### config.mk
export PLATFORM = sky130hd
export DESIGN_NAME = key_debounce_long_press
export DESIGN_NICKNAME = d
export VERILOG_FILES = /design/src/kdlp_pkg.sv /design/src/kdlp_csr.sv /design/src/kdlp_encode.sv /design/src/kdlp_fsm.sv /design/src/key_debounce_long_press.sv
export SDC_FILE = /design/constraint.sdc
export NUM_CORES = 1
export LEC_CHECK = 0
export BUFFER_PORTS_ARGS = -buffer_cell sky130_fd_sc_hd__buf_2
export CELL_PAD_IN_SITES_DETAIL_PLACEMENT = 1
export CELL_PAD_IN_SITES_GLOBAL_PLACEMENT = 1
export CORE_ASPECT_RATIO = 1.4
export CORE_UTILIZATION = 25
export CTS_CLUSTER_SIZE = 25
export DETAILED_ROUTE_END_ITERATION = 10
export GPL_ROUTABILITY_DRIVEN = 0
export PLACE_DENSITY_LB_ADDON = 0.1
export SLEW_MARGIN = 20
export SYNTH_ARGS = -nofsm -noshare
export SYNTH_HDL_FRONTEND = slang
export SYNTH_SLANG_ARGS = --single-unit
### constraint.sdc
create_clock -name clock -period 4.5 [get_ports clock]
set_input_delay 0.45 -clock clock [delete_from_list [all_inputs] [get_ports clock]]
set_output_delay 0.45 -clock clock [all_outputs]
set_load 0.005 [all_outputs]
### src/kdlp_pkg.sv
// ----------------------------------------------------------------------------
// kdlp_pkg
// Shared types and constants for the key debounce / long-press block.
// ----------------------------------------------------------------------------
package kdlp_pkg;

   localparam int KEY_W      = 8;
   localparam int HOLD_W     = 21;
   localparam int REL_W      = 8;
   localparam int LONG_W     = 20;
   localparam int SHORT_W    = 8;
   localparam int CSR_IDX_W  = 3;
   localparam int CSR_DATA_W = 20;

   localparam logic [KEY_W-1:0]  ALL_OFF   = 8'hFF;
   localparam logic [KEY_W-1:0]  LONG_FLAG = 8'h80;
   localparam logic [HOLD_W-1:0] HOLD_MAX  = 21'h1FFFFF;
   localparam logic [REL_W-1:0]  REL_MAX   = 8'hFF;

   localparam logic [LONG_W-1:0]  STARTUP_HOLD_RST = 20'd10000;
   localparam logic [SHORT_W-1:0] DEBOUNCE_RST     = 8'd1;
   localparam logic [LONG_W-1:0]  LONG_PRESS_RST   = 20'd900000;
   localparam logic [SHORT_W-1:0] RELEASE_RST      = 8'd1;

   // register map
   localparam logic [CSR_IDX_W-1:0] REG_STARTUP_HOLD = 3'd0;
   localparam logic [CSR_IDX_W-1:0] REG_DEBOUNCE     = 3'd1;
   localparam logic [CSR_IDX_W-1:0] REG_LONG_PRESS   = 3'd2;
   localparam logic [CSR_IDX_W-1:0] REG_RELEASE      = 3'd3;

   typedef struct packed {
      logic [LONG_W-1:0]  startup_hold_ticks;
      logic [SHORT_W-1:0] debounce_ticks;
      logic [LONG_W-1:0]  long_press_ticks;
      logic [SHORT_W-1:0] release_ticks;
   } cfg_type;

endpackage

### src/kdlp_csr.sv
// ----------------------------------------------------------------------------
// kdlp_csr
// Configuration register file; writes to unmapped indexes are dropped.
// ----------------------------------------------------------------------------
module kdlp_csr (
   input  logic                          clock,
   input  logic                          reset,
   input  logic                          wr_en,
   input  logic [kdlp_pkg::CSR_IDX_W-1:0]  wr_index,
   input  logic [kdlp_pkg::CSR_DATA_W-1:0] wr_data,
   output kdlp_pkg::cfg_type             cfg
);
   import kdlp_pkg::*;

   cfg_type cfg_ff;
   cfg_type cfg_in;

   always_comb begin
      cfg_in = cfg_ff;
      if (wr_en) begin
         case (wr_index)
            REG_STARTUP_HOLD: cfg_in.startup_hold_ticks = wr_data[LONG_W-1:0];
            REG_DEBOUNCE:     cfg_in.debounce_ticks     = wr_data[SHORT_W-1:0];
            REG_LONG_PRESS:   cfg_in.long_press_ticks   = wr_data[LONG_W-1:0];
            REG_RELEASE:      cfg_in.release_ticks      = wr_data[SHORT_W-1:0];
            default:          cfg_in = cfg_ff;
         endcase
      end
   end

   always_ff @(posedge clock) begin
      if (reset) begin
         cfg_ff.startup_hold_ticks <= STARTUP_HOLD_RST;
         cfg_ff.debounce_ticks     <= DEBOUNCE_RST;
         cfg_ff.long_press_ticks   <= LONG_PRESS_RST;
         cfg_ff.release_ticks      <= RELEASE_RST;
      end else begin
         cfg_ff <= cfg_in;
      end
   end

   assign cfg = cfg_ff;

endmodule

### src/kdlp_encode.sv
// ----------------------------------------------------------------------------
// kdlp_encode
// Fixed-priority key encoder: lowest pressed key wins, active-low pattern.
// ----------------------------------------------------------------------------
module kdlp_encode #(
   parameter int KEY_COUNT = 8
) (
   input  logic [kdlp_pkg::KEY_W-1:0] key_levels,
   output logic [kdlp_pkg::KEY_W-1:0] pattern
);
   import kdlp_pkg::*;

   logic [KEY_W-1:0] onehot;

   // scan from the top so the lowest set bit is the last one kept
   always_comb begin
      onehot = '0;
      for (int i = KEY_COUNT - 1; i >= 0; i--) begin
         if (key_levels[i]) begin
            onehot    = '0;
            onehot[i] = 1'b1;
         end
      end
   end

   assign pattern = ALL_OFF & ~onehot;

endmodule

### src/kdlp_fsm.sv
// ----------------------------------------------------------------------------
// kdlp_fsm
// Debounce / long-press phase machine; one pattern per step.
// ----------------------------------------------------------------------------
module kdlp_fsm (
   input  logic                       clock,
   input  logic                       reset,
   input  logic                       step,
   input  logic [kdlp_pkg::KEY_W-1:0] pattern,
   input  kdlp_pkg::cfg_type          cfg,
   output logic [kdlp_pkg::KEY_W-1:0] key_event
);
   import kdlp_pkg::*;

   typedef enum logic [2:0] {
      PH_IDLE    = 3'd0,
      PH_CONFIRM = 3'd1,
      PH_HELD    = 3'd2,
      PH_REPORT  = 3'd3,
      PH_WAIT    = 3'd4
   } phase_type;

   phase_type         phase_ff, phase_in;
   logic [KEY_W-1:0]  held_pattern_ff, held_pattern_in;
   logic [HOLD_W-1:0] hold_count_ff, hold_count_in;
   logic [REL_W-1:0]  release_count_ff, release_count_in;
   logic [KEY_W-1:0]  pending_code_ff, pending_code_in;
   logic              startup_pending_ff, startup_pending_in;

   logic [HOLD_W-1:0] hold_one;
   logic [HOLD_W-1:0] hold_two;
   logic [REL_W-1:0]  rel_one;

   assign hold_one = (hold_count_ff == HOLD_MAX) ? HOLD_MAX : hold_count_ff + 21'd1;
   assign hold_two = (hold_one == HOLD_MAX) ? HOLD_MAX : hold_one + 21'd1;
   assign rel_one  = (release_count_ff == REL_MAX) ? REL_MAX : release_count_ff + 8'd1;

   always_comb begin
      phase_in           = phase_ff;
      held_pattern_in    = held_pattern_ff;
      hold_count_in      = hold_count_ff;
      release_count_in   = release_count_ff;
      pending_code_in    = pending_code_ff;
      startup_pending_in = startup_pending_ff;
      key_event          = '0;
      case (phase_ff)
         PH_IDLE: begin
            if (pattern != ALL_OFF) begin
               held_pattern_in  = pattern;
               hold_count_in    = '0;
               release_count_in = '0;
               phase_in         = PH_CONFIRM;
            end
         end
         PH_CONFIRM: begin
            if (pattern == held_pattern_ff) begin
               if (startup_pending_ff &&
                   hold_one > {1'b0, cfg.startup_hold_ticks}) begin
                  startup_pending_in = 1'b0;
                  pending_code_in    = held_pattern_ff ^ ALL_OFF;
                  hold_count_in      = '0;
                  phase_in           = PH_HELD;
               end else if (!startup_pending_ff &&
                            hold_two > {13'd0, cfg.debounce_ticks}) begin
                  pending_code_in = held_pattern_ff ^ ALL_OFF;
                  hold_count_in   = '0;
                  phase_in        = PH_HELD;
               end else begin
                  // count advances twice per tick while unconfirmed
                  hold_count_in = hold_two;
               end
            end else begin
               phase_in = PH_IDLE;
            end
         end
         PH_HELD: begin
            if (pattern == held_pattern_ff) begin
               if (hold_one > {1'b0, cfg.long_press_ticks}) begin
                  pending_code_in = pending_code_ff | LONG_FLAG;
                  hold_count_in   = '0;
                  phase_in        = PH_REPORT;
               end else begin
                  hold_count_in = hold_one;
               end
            end else if (pattern == ALL_OFF) begin
               release_count_in = rel_one;
               pending_code_in  = held_pattern_ff ^ ALL_OFF;
               phase_in         = PH_REPORT;
            end
         end
         PH_REPORT: begin
            key_event = pending_code_ff;
            phase_in  = PH_WAIT;
         end
         PH_WAIT: begin
            if (pattern == ALL_OFF) begin
               release_count_in = rel_one;
               if (rel_one > cfg.release_ticks) begin
                  phase_in = PH_IDLE;
               end
            end
         end
         default: begin
            phase_in = PH_IDLE;
         end
      endcase
   end

   always_ff @(posedge clock) begin
      if (reset) begin
         phase_ff           <= PH_IDLE;
         held_pattern_ff    <= ALL_OFF;
         hold_count_ff      <= '0;
         release_count_ff   <= '0;
         pending_code_ff    <= '0;
         startup_pending_ff <= 1'b1;
      end else if (step) begin
         phase_ff           <= phase_in;
         held_pattern_ff    <= held_pattern_in;
         hold_count_ff      <= hold_count_in;
         release_count_ff   <= release_count_in;
         pending_code_ff    <= pending_code_in;
         startup_pending_ff <= startup_pending_in;
      end
   end

   // a report always lasts one step and leads to the release wait
   a_report_once: assert property (@(posedge clock) disable iff (reset)
      step && phase_ff == PH_REPORT |=> phase_ff == PH_WAIT)
      else $error("report phase did not move to wait-release");

   // the startup hold applies only once after reset
   a_startup_sticky: assert property (@(posedge clock) disable iff (reset)
      !startup_pending_ff |=> !startup_pending_ff)
      else $error("startup flag set again");

   // key code part of the pending code is at most one key
   a_pending_onehot: assert property (@(posedge clock) disable iff (reset)
      $onehot0(pending_code_ff[KEY_W-2:0]))
      else $error("pending code holds more than one key");

   // no state moves without an item
   a_hold_without_step: assert property (@(posedge clock) disable iff (reset)
      !$past(step) && !$past(reset) |-> $stable(phase_ff) && $stable(hold_count_ff))
      else $error("state changed with no transaction");

endmodule

### src/key_debounce_long_press.sv
// ----------------------------------------------------------------------------
// key_debounce_long_press
// Debounces eight key levels per tick and reports short and long presses.
// ----------------------------------------------------------------------------
//  channel  ports                                    direction
//  req      req_valid, req_stall, req_key_levels     in  (one scan tick)
//  rsp      rsp_valid, rsp_stall, rsp_key_event      out (one event per tick)
//  csr      csr_valid, csr_ready, csr_index, csr_data in (register write)
//
//  One transaction per cycle unless the result stalls; a request goes into the
//  input register, then the phase machine writes the result register.
//  Reset is synchronous; the phase machine, counters, config registers and
//  valid flags go to their defaults, and csr_ready stays high.
//  A stalled result holds the pipeline; req_stall rises only when the input
//  register is full and cannot move into the result register.
// ----------------------------------------------------------------------------
module key_debounce_long_press #(
   parameter int KEY_COUNT = 8
) (
   input  logic                            clock,
   input  logic                            reset,
   input  logic                            req_valid,
   output logic                            req_stall,
   input  logic [kdlp_pkg::KEY_W-1:0]      req_key_levels,
   output logic                            rsp_valid,
   input  logic                            rsp_stall,
   output logic [kdlp_pkg::KEY_W-1:0]      rsp_key_event,
   input  logic                            csr_valid,
   output logic                            csr_ready,
   input  logic [kdlp_pkg::CSR_IDX_W-1:0]  csr_index,
   input  logic [kdlp_pkg::CSR_DATA_W-1:0] csr_data
);
   import kdlp_pkg::*;

   logic             in_valid_ff;
   logic [KEY_W-1:0] in_levels_ff;
   logic             out_valid_ff;
   logic [KEY_W-1:0] out_event_ff;

   logic             advance;
   logic             step;
   logic [KEY_W-1:0] pattern;
   logic [KEY_W-1:0] event_in;
   cfg_type          cfg;

   assign advance   = !out_valid_ff || !rsp_stall;
   assign step      = in_valid_ff && advance;
   assign req_stall = in_valid_ff && !advance;
   assign csr_ready = 1'b1;

   kdlp_csr u_csr (
      .clock    (clock),
      .reset    (reset),
      .wr_en    (csr_valid && csr_ready),
      .wr_index (csr_index),
      .wr_data  (csr_data),
      .cfg      (cfg)
   );

   kdlp_encode #(
      .KEY_COUNT (KEY_COUNT)
   ) u_encode (
      .key_levels (in_levels_ff),
      .pattern    (pattern)
   );

   kdlp_fsm u_fsm (
      .clock     (clock),
      .reset     (reset),
      .step      (step),
      .pattern   (pattern),
      .cfg       (cfg),
      .key_event (event_in)
   );

   always_ff @(posedge clock) begin
      if (reset) begin
         in_valid_ff  <= 1'b0;
         out_valid_ff <= 1'b0;
      end else begin
         if (!req_stall) begin
            in_valid_ff <= req_valid;
         end
         if (advance) begin
            out_valid_ff <= in_valid_ff;
         end
      end
   end

   always_ff @(posedge clock) begin
      if (!req_stall && req_valid) begin
         in_levels_ff <= req_key_levels;
      end
      if (step) begin
         out_event_ff <= event_in;
      end
   end

   assign rsp_valid     = out_valid_ff;
   assign rsp_key_event = out_event_ff;

endmodule
; Word level (Yosys, flattened, before mapping)
; Cells that the tools add are included.
[classes]
add_sub_neg = 3
mul = 0
div_mod_pow = 0
magnitude_cmp = 4
eq_ne = 24
shift = 0
mux = 39
bitwise_logic = 2
reduce_logical = 27
[ops]
columns = op, count
row1 = 21-bit two-way mux, 8
row2 = 8-bit two-way mux, 18
row3 = 21-bit case mux with 3 select lines, 1
row4 = "21-bit by 1-bit adder with 21-bit output, second input constant", 2
row5 = "21-bit equality test, second input constant", 2
row6 = 21-bit by 20-bit > comparator with 1-bit output, 2
row7 = 3-bit two-way mux, 9
row8 = 8-bit case mux with 3 select lines, 1
row9 = 21-bit by 8-bit > comparator with 1-bit output, 1
row10 = "8-bit equality test, second input constant", 2
row11 = 8-bit inverter, 2
row12 = 8-bit case mux with 2 select lines, 1
row13 = 3-bit case mux with 5 select lines, 1
row14 = "3-bit by 2-bit equality test with 1-bit output, second input constant", 4
row15 = "2-bit by 1-bit inequality test with 1-bit output, second input constant", 6
row16 = 6-bit AND reduction, 2
row17 = "8-bit by 1-bit adder with 8-bit output, second input constant", 1
row18 = 8-bit equality test, 1
row19 = 8-bit > comparator, 1
row20 = "8-bit inequality test, second input constant", 1
row21 = 2-bit AND reduction, 4
row22 = 4-bit AND reduction, 2
row23 = 7-bit AND reduction, 1
row24 = "3-bit by 1-bit equality test with 1-bit output, second input constant", 2
row25 = other kinds (13), 24
[totals]
register_bits = 123
latchBits = 0
ramBits = 0
mem_bits_ro = 0
input_bits = 36
out_inout_bits = 11
elab_cells = 114
mem_count = 0

; Longest topological paths before layout
; Gate-level depths: netlist of run 1.
[logic_depth]
depth_word = 13
ltp_mapped = 26
ltp_nobuf = 24

; Hierarchy
; From an unflattened synthesis of run 1, not the netlist that was laid out.
[unflattened]
cells_unflattened = 1030
hier_area_um2 = 8518.2
[modules_own_cells]
columns = module, instances, cells_each, area_each_um2, seq_area_each_um2
row1 = kdlp_fsm, 1, 768, 5550.3, 980.9
row2 = kdlp_csr, 1, 222, 2311.0, 1121.1
row3 = key_debounce_long_press, 1, 28, 578.1, 520.5
row4 = kdlp_encode, 1, 12, 78.8, 0.0

; Worst setup path after synthesis of run 1
; OpenSTA, ideal clock, no wires.
[synth_timing]
path_type = reg-to-reg
start = register u_fsm.hold_count_ff[0]
end = register u_fsm.pending_code_ff[7]
setup_time_ns = 0.072
arrival_time_ns = 4.806
required_ns = 4.428
slack_ns = -0.377
path_stages_with_launch = 27
n_path_buf = 2
period_less_slack_ns = 4.877
cell_sequence = dfxtp_1 > ha_1 > nand3_1 > nor2_1 > nand2_1 > clkbuf_1 > nand2b_1 > ha_1 > o2111ai_1 > nor2_1 > nand3_1 > nor2_1 > nor2_1 > inv_1 > ha_1 > nor2b_1 > o21a_1 > o21a_1 > o21a_1 > o21ai_0 > a21oi_1 > nor4b_1 > and4b_1 > a32oi_2 > buf_2 > o211ai_1 > mux2i_1
[synth_between]
elab_chain_cells = 8
word_cells_on_any_way = 17
classes_between = add/sub: 2 / order compare: 3 / eq/ne: 4 / mux: 5 / reduce/logical: 3
[synth_lines]
columns = element, line
row1 = start: declaration, kdlp_fsm.sv:25  ; logic [HOLD_W-1:0] hold_count_ff, hold_count_in;
row2 = start signal: assignment, kdlp_fsm.sv:120  ; hold_count_ff <= hold_count_in;
row3 = 21-bit by 1-bit adder with 21-bit output or 21-bit equality test (tied branches), kdlp_fsm.sv:34  ; assign hold_one = (hold_count_ff == HOLD_MAX) ? HOLD_MAX : hold_count_ff + 21'd1;
row4 = 21-bit two-way mux *, kdlp_fsm.sv:34
row5 = 21-bit by 1-bit adder with 21-bit output or 21-bit equality test (tied branches), kdlp_fsm.sv:35  ; assign hold_two = (hold_one == HOLD_MAX) ? HOLD_MAX : hold_one + 21'd1;
row6 = 21-bit two-way mux, kdlp_fsm.sv:35
row7 = 21-bit by 8-bit > comparator with 1-bit output, kdlp_fsm.sv:64  ; hold_two > {13'd0, cfg.debounce_ticks}) begin
row8 = 1-bit logical AND, kdlp_fsm.sv:63  ; end else if (!startup_pending_ff &&
row9 = 3-bit by 1-bit inequality test with 1-bit output (no line), --
row10 = 6-bit AND reduction (no line), --
row11 = end signal: assignment, kdlp_fsm.sv:122  ; pending_code_ff <= pending_code_in;
row12 = end: declaration, kdlp_fsm.sv:27  ; logic [KEY_W-1:0] pending_code_ff, pending_code_in;
; Mark *: on every way between the ends. The rest lies on a longest branch, timed or not. The select of a mux whose other input is x is not followed.
; A chain may end at the register's enable or synchronous reset.

; Worst setup path in the final report of run 1
[layout_timing]
start = register u_fsm.hold_count_ff[19]
end = register u_fsm.hold_count_ff[1]
[layout_between]
elab_chain_cells = 10
word_cells_on_any_way = 17
classes_between = add/sub: 2 / order compare: 3 / eq/ne: 2 / mux: 8 / reduce/logical: 2
[layout_lines]
columns = element, line
row1 = 21-bit by 1-bit adder with 21-bit output or 21-bit equality test (tied branches), kdlp_fsm.sv:34
row2 = 21-bit two-way mux *, kdlp_fsm.sv:34
row3 = 21-bit by 1-bit adder with 21-bit output or 21-bit equality test (tied branches), kdlp_fsm.sv:35
row4 = 21-bit two-way mux, kdlp_fsm.sv:35
row5 = 21-bit by 8-bit > comparator with 1-bit output, kdlp_fsm.sv:64
row6 = 1-bit logical AND, kdlp_fsm.sv:63
row7 = 21-bit two-way mux, kdlp_fsm.sv:63
row8 = 21-bit two-way mux, kdlp_fsm.sv:57  ; if (startup_pending_ff &&
row9 = 21-bit two-way mux, kdlp_fsm.sv:56  ; if (pattern == held_pattern_ff) begin
row10 = 21-bit case mux with 3 select lines *, kdlp_fsm.sv:46  ; case (phase_ff)
; Marks and branches as above.

==> results of run 1 <==
repair_timing:
action,CTS,global route
cloned,3,0
endpoints found under the setup margin,31,32
resized for setup,65,27
hold endpoints to repair,0,0
pin swaps,31,21
setup buffers,7,5
metrics by stage:
stage / utilization / setup TNS (ps) / total power, mW
floorplan: - / -12.7 / 1.43
global placement: 0.301 / -7710 / 1.61
detailed placement: 0.301 / -9010 / 1.61
CTS: 0.333 / -3360 / 3.21
global route: 0.338 / -8980 / 3.32
finish: 0.338 / -1790 / 3.18
routing by layer:
metal,track usage,share of wire,vias to the layer above
li1,-,-,3874
met2,0.338,0.51,86
met5,0,0,-
met1,0.225,0.45,3754
met4,0.0752,0.024,0
met3,0.0291,0.024,38
flip-flops by register name, summed over array words and instances, names as in the netlist:
name and cells:
u_fsm.startup_pending_ff 1, u_fsm.held_pattern_ff 8, u_fsm.hold_count_ff 21, in_valid_ff 1
u_fsm.release_count_ff 8, rsp_valid 1, u_fsm.phase_ff 3, u_fsm.pending_code_ff 8
u_csr.cfg 56, in_levels_ff 8, rsp_key_event 8
worst register-to-register path, cell delays in order, from the launching register on:
cell and delay, ps:
dfxtp_2 350, nand4_4 130, buf_6 150, nor4_4 350
nand2_2 170, nand2_2 130, ha_4 160, o2111ai_4 120
nor2_4 180, nand3_2 110, nor2_4 160, nor2_4 50
inv_2 60, ha_4 190, nor2b_4 120, o21a_1 150
o21a_1 160, o21a_1 180, o21ai_2 140, a21oi_2 70
nor4b_2 250, and4b_2 290, a32oi_4 150, buf_12 220
buf_8 130, o31ai_1 220, o211a_1 190
synth_stat cells (6+ instances only):
master,n,area share
o2bb2ai_1,10,0.011
nor3b_1,11,0.010
ha_1,59,0.092
edfxtp_1,16,0.060
or4_1,7,0.0066
nor4_1,6,0.0047
a31oi_1,6,0.0047
and3_1,8,0.0062
a22oi_1,10,0.0094
nand2b_1,14,0.011
nand3_1,27,0.017
and2_1,18,0.014
xnor2_1,21,0.023
o31ai_1,14,0.013
a21o_1,11,0.010
o21a_1,13,0.012
xor2_1,13,0.014
a21oi_1,75,0.047
inv_1,73,0.034
buf_2,13,0.0081
o211ai_1,25,0.023
nand2_1,181,0.085
o21ai_0,35,0.022
nand4_1,18,0.014
clkbuf_1,38,0.018
o2111ai_1,11,0.012
dfxtp_1,107,0.27
or3_1,7,0.0055
nor2b_1,13,0.010
o221a_1,8,0.011
nor3_1,13,0.0081
nor2_1,36,0.017
kinds of logic (layout without fill, tap and decap cells):
kind of cell	Yosys count	count (layout)	share of synthesized area
AOI/OAI and AO/OA	255	255	0.215
xor gates and xnor gates	34	34	0.0371
adders and majority gates	59	59	0.0921
buffers and inverters	132	289	0.0652
DFF	123	123	0.327
muxes	7	7	0.00905
other	1	1	0.000468
and+or+nand+nor	396	396	0.254
worst min path at each step:
stage,startpoint,end,depth (start not counted)
2_1_floorplan,u_fsm.pending_code_ff[7],u_fsm.pending_code_ff[7],2
3_3_place_gp,u_csr.cfg[38],u_csr.cfg[38],2
3_5_place_dp,u_csr.cfg[39],u_csr.cfg[39],2
4_1_cts,req_key_levels[0],in_levels_ff[0],1
5_1_grt,req_key_levels[0],in_levels_ff[0],1
6_report,req_key_levels[0],in_levels_ff[0],1
cell type report:
type                            count  share of cell area
Multi-Input combinational cell    752               0.494
Sequential cell                   123               0.248
Timing Repair Buffer              182               0.125
Tap cell                          395              0.0463
Clock buffer                       18              0.0402
Inverter                           75              0.0264
Clock inverter                     14              0.0211
report_power, final:
part	internal, mW	switching, mW	leakage, nW
Clock	1.03	0.536	0.312
Combinational	0.189	0.251	3.12
Sequential	1.15	0.0293	1.03
==> impl_metrics.tcl, run 1 <==
set metrics [dict create \
    routed_wl_mm 30.0 \
    start_kind "flip-flop" \
    pin_count 47 \
    crit_family "simple AND/OR/NAND/NOR gates" \
    rr_startpoint "u_fsm.hold_count_ff[19]" \
    whs_ps 184 \
    critPathMaxFanout 5 \
    crit_type "flip-flop to flip-flop" \
    synth_cell_types 75 \
    synth-edff-count 16 \
    seq_area_um2 2650 \
    die_area_um2 32800 \
    fin_nets 1246 \
    die_w_um 153 \
    r2r_slack_ps -130 \
    num_vias 7752 \
    grt_max_degree 71 \
    antenna_found_initial 0 \
    hold_viol 0 \
    min_period_ps 4630 \
    clk_path_buf_depth 2 \
    fillers 3765 \
    min_period_over_period 1.03 \
    finalSetupViolCount 20 \
    syn-num-nets 1102 \
    critical_path_arrival_ps 5010 \
    gr-usage-all-layers 0.189 \
    final_antenna_net_count 0 \
    dp_cells 1513 \
    drt_iter0_drc 361 \
    coreArea_um2 31600 \
    p_leak_nw 4.46 \
    start_util 0.254 \
    worst_slack_ps -133 \
    ir_drop_uv 278 \
    violations "setup timing" \
    final_area_um2 10700 \
    synth_cells 1007 \
    overflow 0 \
    clk_pin_slew_ps 60 \
    cts_tree "yes" \
    cts_buffers 17 \
    rows 77 \
    slowest_stage "dfxtp_2" \
    startpoint "u_fsm.hold_count_ff[19]" \
    path_buf_inv 4 \
    multi_input_area_um2 5270 \
    synth_area_um2 8020 \
    fin_cells 1559 \
    die_y_um 214 \
    place_ws_ps -347 \
    slowest_delay_ps 350 \
    syn_to_final_growth_pct 33.2 \
    cts.sinks 123 \
    maxCapViolCount 0 \
    cp-end-kind "flip-flop" \
    skew_ps 13.5 \
    drt_first_pass_iters 4 \
    via_per_inst 4.97 \
    hpwl_mm 22.6 \
    cp.depth 26 \
    r2r-end "u_fsm.hold_count_ff[1]" \
    worst_pin_slew_ps 1120 \
    layout_common_cells "nand2_1 (177), buf_4 (125), dfxtp_1 (91), a21oi_1 (73), inv_1 (72)" \
    portBuffers 45 \
    synthFlopType "dfxtp_1" \
    drv_slew 0 \
    grt_pass1_wl_mm 46.4 \
    layout_commonest_cell "nand2_1" \
    cts-root-buf "clkbuf_16" \
    wl_per_cell_um 19.2 \
    hold_class "input pin to flip-flop" \
    antenna_cells 0 \
    place_area_um2 9510 \
    async_flop_share 0 \
    postSynthRegisterBits 123 \
    r2r_cells 26 \
    first_global_vias 8059 \
    relSlewSlack 0.251 \
    critPathCapture "u_fsm.hold_count_ff[1]" \
    status "complete, but fails checks" \
    cts_hold_buffers 0 \
    syn-mean-instance-area_um2 7.96 \
    ys.warnings.count 0 \
    drive_gt1_frac 0.267 \
    max_freq_ghz 0.216 \
    critPathRequiredTime_ps 4870 \
    htree_levels 4 \
    insertion_delay_ps 440 \
    seq_area_frac_synth 0.327 \
    drc 0 \
    pwr_density_cell_nw_per_um2 298 \
    rsz0062_at_grt "true" \
]
No activity file was read; power rests on OpenSTA's default activity.
==> inputs of run 2 (changes only) <==
- ABC_AREA: default -> 1
==> run 2 against run 1 <==
  * Synthesized cell count is 17% higher
  * The run now ends clean
  * Hold slack got worse by 13 ps
  * Setup slack improved by 380 ps
  * Synthesized area grew 0.52%
  * Critical path type unchanged
  * Final area fell by 4.7%
==> impl_metrics.tcl, run 2 <==
set metrics [dict create \
    cts_tree "yes" \
    async_flop_share 0 \
    hold_viol 0 \
    clk_pin_slew_ps 60 \
    gr-usage-all-layers 0.176 \
    synthFlopType "dfxtp_1" \
    drive_gt1_frac 0.209 \
    clk_path_buf_depth 2 \
    comb_power_share 0.092 \
    synth_cell_types 42 \
    via_per_inst 4.74 \
    fin_nets 1370 \
    synth-edff-count 16 \
    die_y_um 214 \
    power.net_switching_mw 0.764 \
    syn-mean-instance-area_um2 6.85 \
    crit_family "simple AND/OR/NAND/NOR gates" \
    overflow 0 \
    crit_type "flip-flop to flip-flop" \
    finalSetupViolCount 0 \
    portBuffers 45 \
    sw_frac_of_total 0.260 \
    pwr_density_cell_nw_per_um2 288 \
    relSlewSlack 0.421 \
    cts_hold_buffers 0 \
    pin_count 47 \
    ir_drop_uv 198 \
    cts-root-buf "clkbuf_16" \
    status "complete, no violations" \
    worst_pin_slew_ps 868 \
    synth_cells 1176 \
    min_period_over_period 0.946 \
    synth_area_leaders "dfxtp_1 (27%), nand2_1 (11%), ha_1 (9.2%)" \
    seqPwrFrac 0.399 \
    crit_top_cell "nand2_1" \
    critPathMaxFanout 10 \
    antenna_found_initial 0 \
    htree_levels 4 \
    post-route-util 0.321 \
    drt_iter0_drc 212 \
    antenna_cells 0 \
    ys.warnings.count 0 \
    synth_top_area_frac 0.266 \
    cts_buffers 17 \
    critPathRequiredTime_ps 4870 \
    layout_commonest_cell "nand2_1" \
    p_leak_nw 4.48 \
    start_util 0.254 \
    hold_class "input pin to flip-flop" \
    routed_wl_mm 28.4 \
    die_area_um2 33000 \
    rows 77 \
    syn-num-nets 1271 \
    critical_path_arrival_ps 4630 \
    synthTopCellsByCount "nand2_1 (228), inv_1 (195), dfxtp_1 (107)" \
    grt_pass1_wl_mm 43.9 \
    cts.sinks 123 \
    path_buf_inv 2 \
    coreArea_um2 31700 \
    drc 0 \
    hpwl_mm 22.3 \
    synth_area_um2 8060 \
    die_w_um 154 \
    synth.most_common_cell "nand2_1" \
    syn_to_final_growth_pct 26.2 \
    cp-end-kind "flip-flop" \
    wl_per_cell_um 16.9 \
    drt_first_pass_iters 4 \
    final_area_um2 10200 \
    place_area_um2 9050 \
    p_int_mw 2.17 \
    skew_ps 8.25 \
    first_global_vias 8154 \
    p_clk_frac 0.509 \
    start_kind "flip-flop" \
    fin_setup_tns_ps 0 \
    grt_max_degree 49 \
    num_vias 7970 \
    slowest_delay_ps 370 \
    largest_register_ffs 56 \
    slowest_stage "dfxtp_4" \
    maxCapViolCount 0 \
    seq_area_frac_synth 0.325 \
    drv_slew 0 \
    postSynthRegisterBits 123 \
    max_freq_ghz 0.235 \
    min_period_ps 4260 \
    layout_common_cells "nand2_1 (208), inv_1 (194), nor2_1 (94), a21oi_1 (94), dfxtp_1 (92)" \
    p_total_mw 2.93 \
    yosys.area.top_type "dfxtp_1" \
    final_antenna_net_count 0 \
    insertion_delay_ps 450 \
    whs_ps 171 \
]
-- run 2: worst paths after layout --
kind,slack (ps),start,end,cells after the start
max,240,u_fsm.hold_count_ff[11],u_fsm.hold_count_ff[13],30
min,170,req_key_levels[6],in_levels_ff[6],1
max reg2reg,240,u_fsm.hold_count_ff[11],u_fsm.hold_count_ff[13],30
min reg2reg,460,u_csr.cfg[50],u_csr.cfg[50],2
-- run 2: cells by family after synthesis --
kind of cell    synth area share
compound gates             0.168
fa+ha+maj                 0.0916
other cells             0.000465
flops                      0.325
buf+inv                    0.113
xor+xnor                  0.0109
simple gates               0.291
-- run 2: stage by stage --
step	std cells	setup slack, ps
detailed placement	1634	32.1
floorplan	1176	20.5
global placement	1634	130
CTS	1666	27.3
global route	1683	-56.4
finish	1683	242
-- run 2: power by group through the flow --
| stage | Clock (mW) | Sequential, mW | Combinational (mW) |
|---|---|---|---|
| 5_1_grt | 1.58 | 1.18 | 0.311 |
| 4_1_cts | 1.53 | 1.18 | 0.273 |
| 2_1_floorplan | 0 | 1.19 | 0.182 |
| 3_5_place_dp | 0 | 1.20 | 0.271 |
| 3_3_place_gp | 0 | 1.20 | 0.268 |
| 6_report | 1.49 | 1.17 | 0.270 |
-- run 2: layout make-up --
class,count,area (um^2)
Clock buffer,18,429
Clock inverter,14,196
Fill cell,3943,21500
Inverter,199,747
Multi-Input combinational cell,820,4820
Sequential cell,123,2660
Tap cell,395,494
Timing Repair Buffer,114,828
-- run 2: layer usage --
metal | GRT usage | share of wire | vias to the layer above
li1 | - | - | 4086
met1 | 0.184 | 0.41 | 3784
met2 | 0.341 | 0.55 | 70
met3 | 0.0315 | 0.024 | 30
met4 | 0.0677 | 0.021 | 0
met5 | 0 | 0 | -
-- run 2: repair_timing --
item	CTS	global route
gates resized for setup	1	92
setup endpoints to repair	1	32
pin swaps	0	28
cloned	0	4
setup buffers	0	13
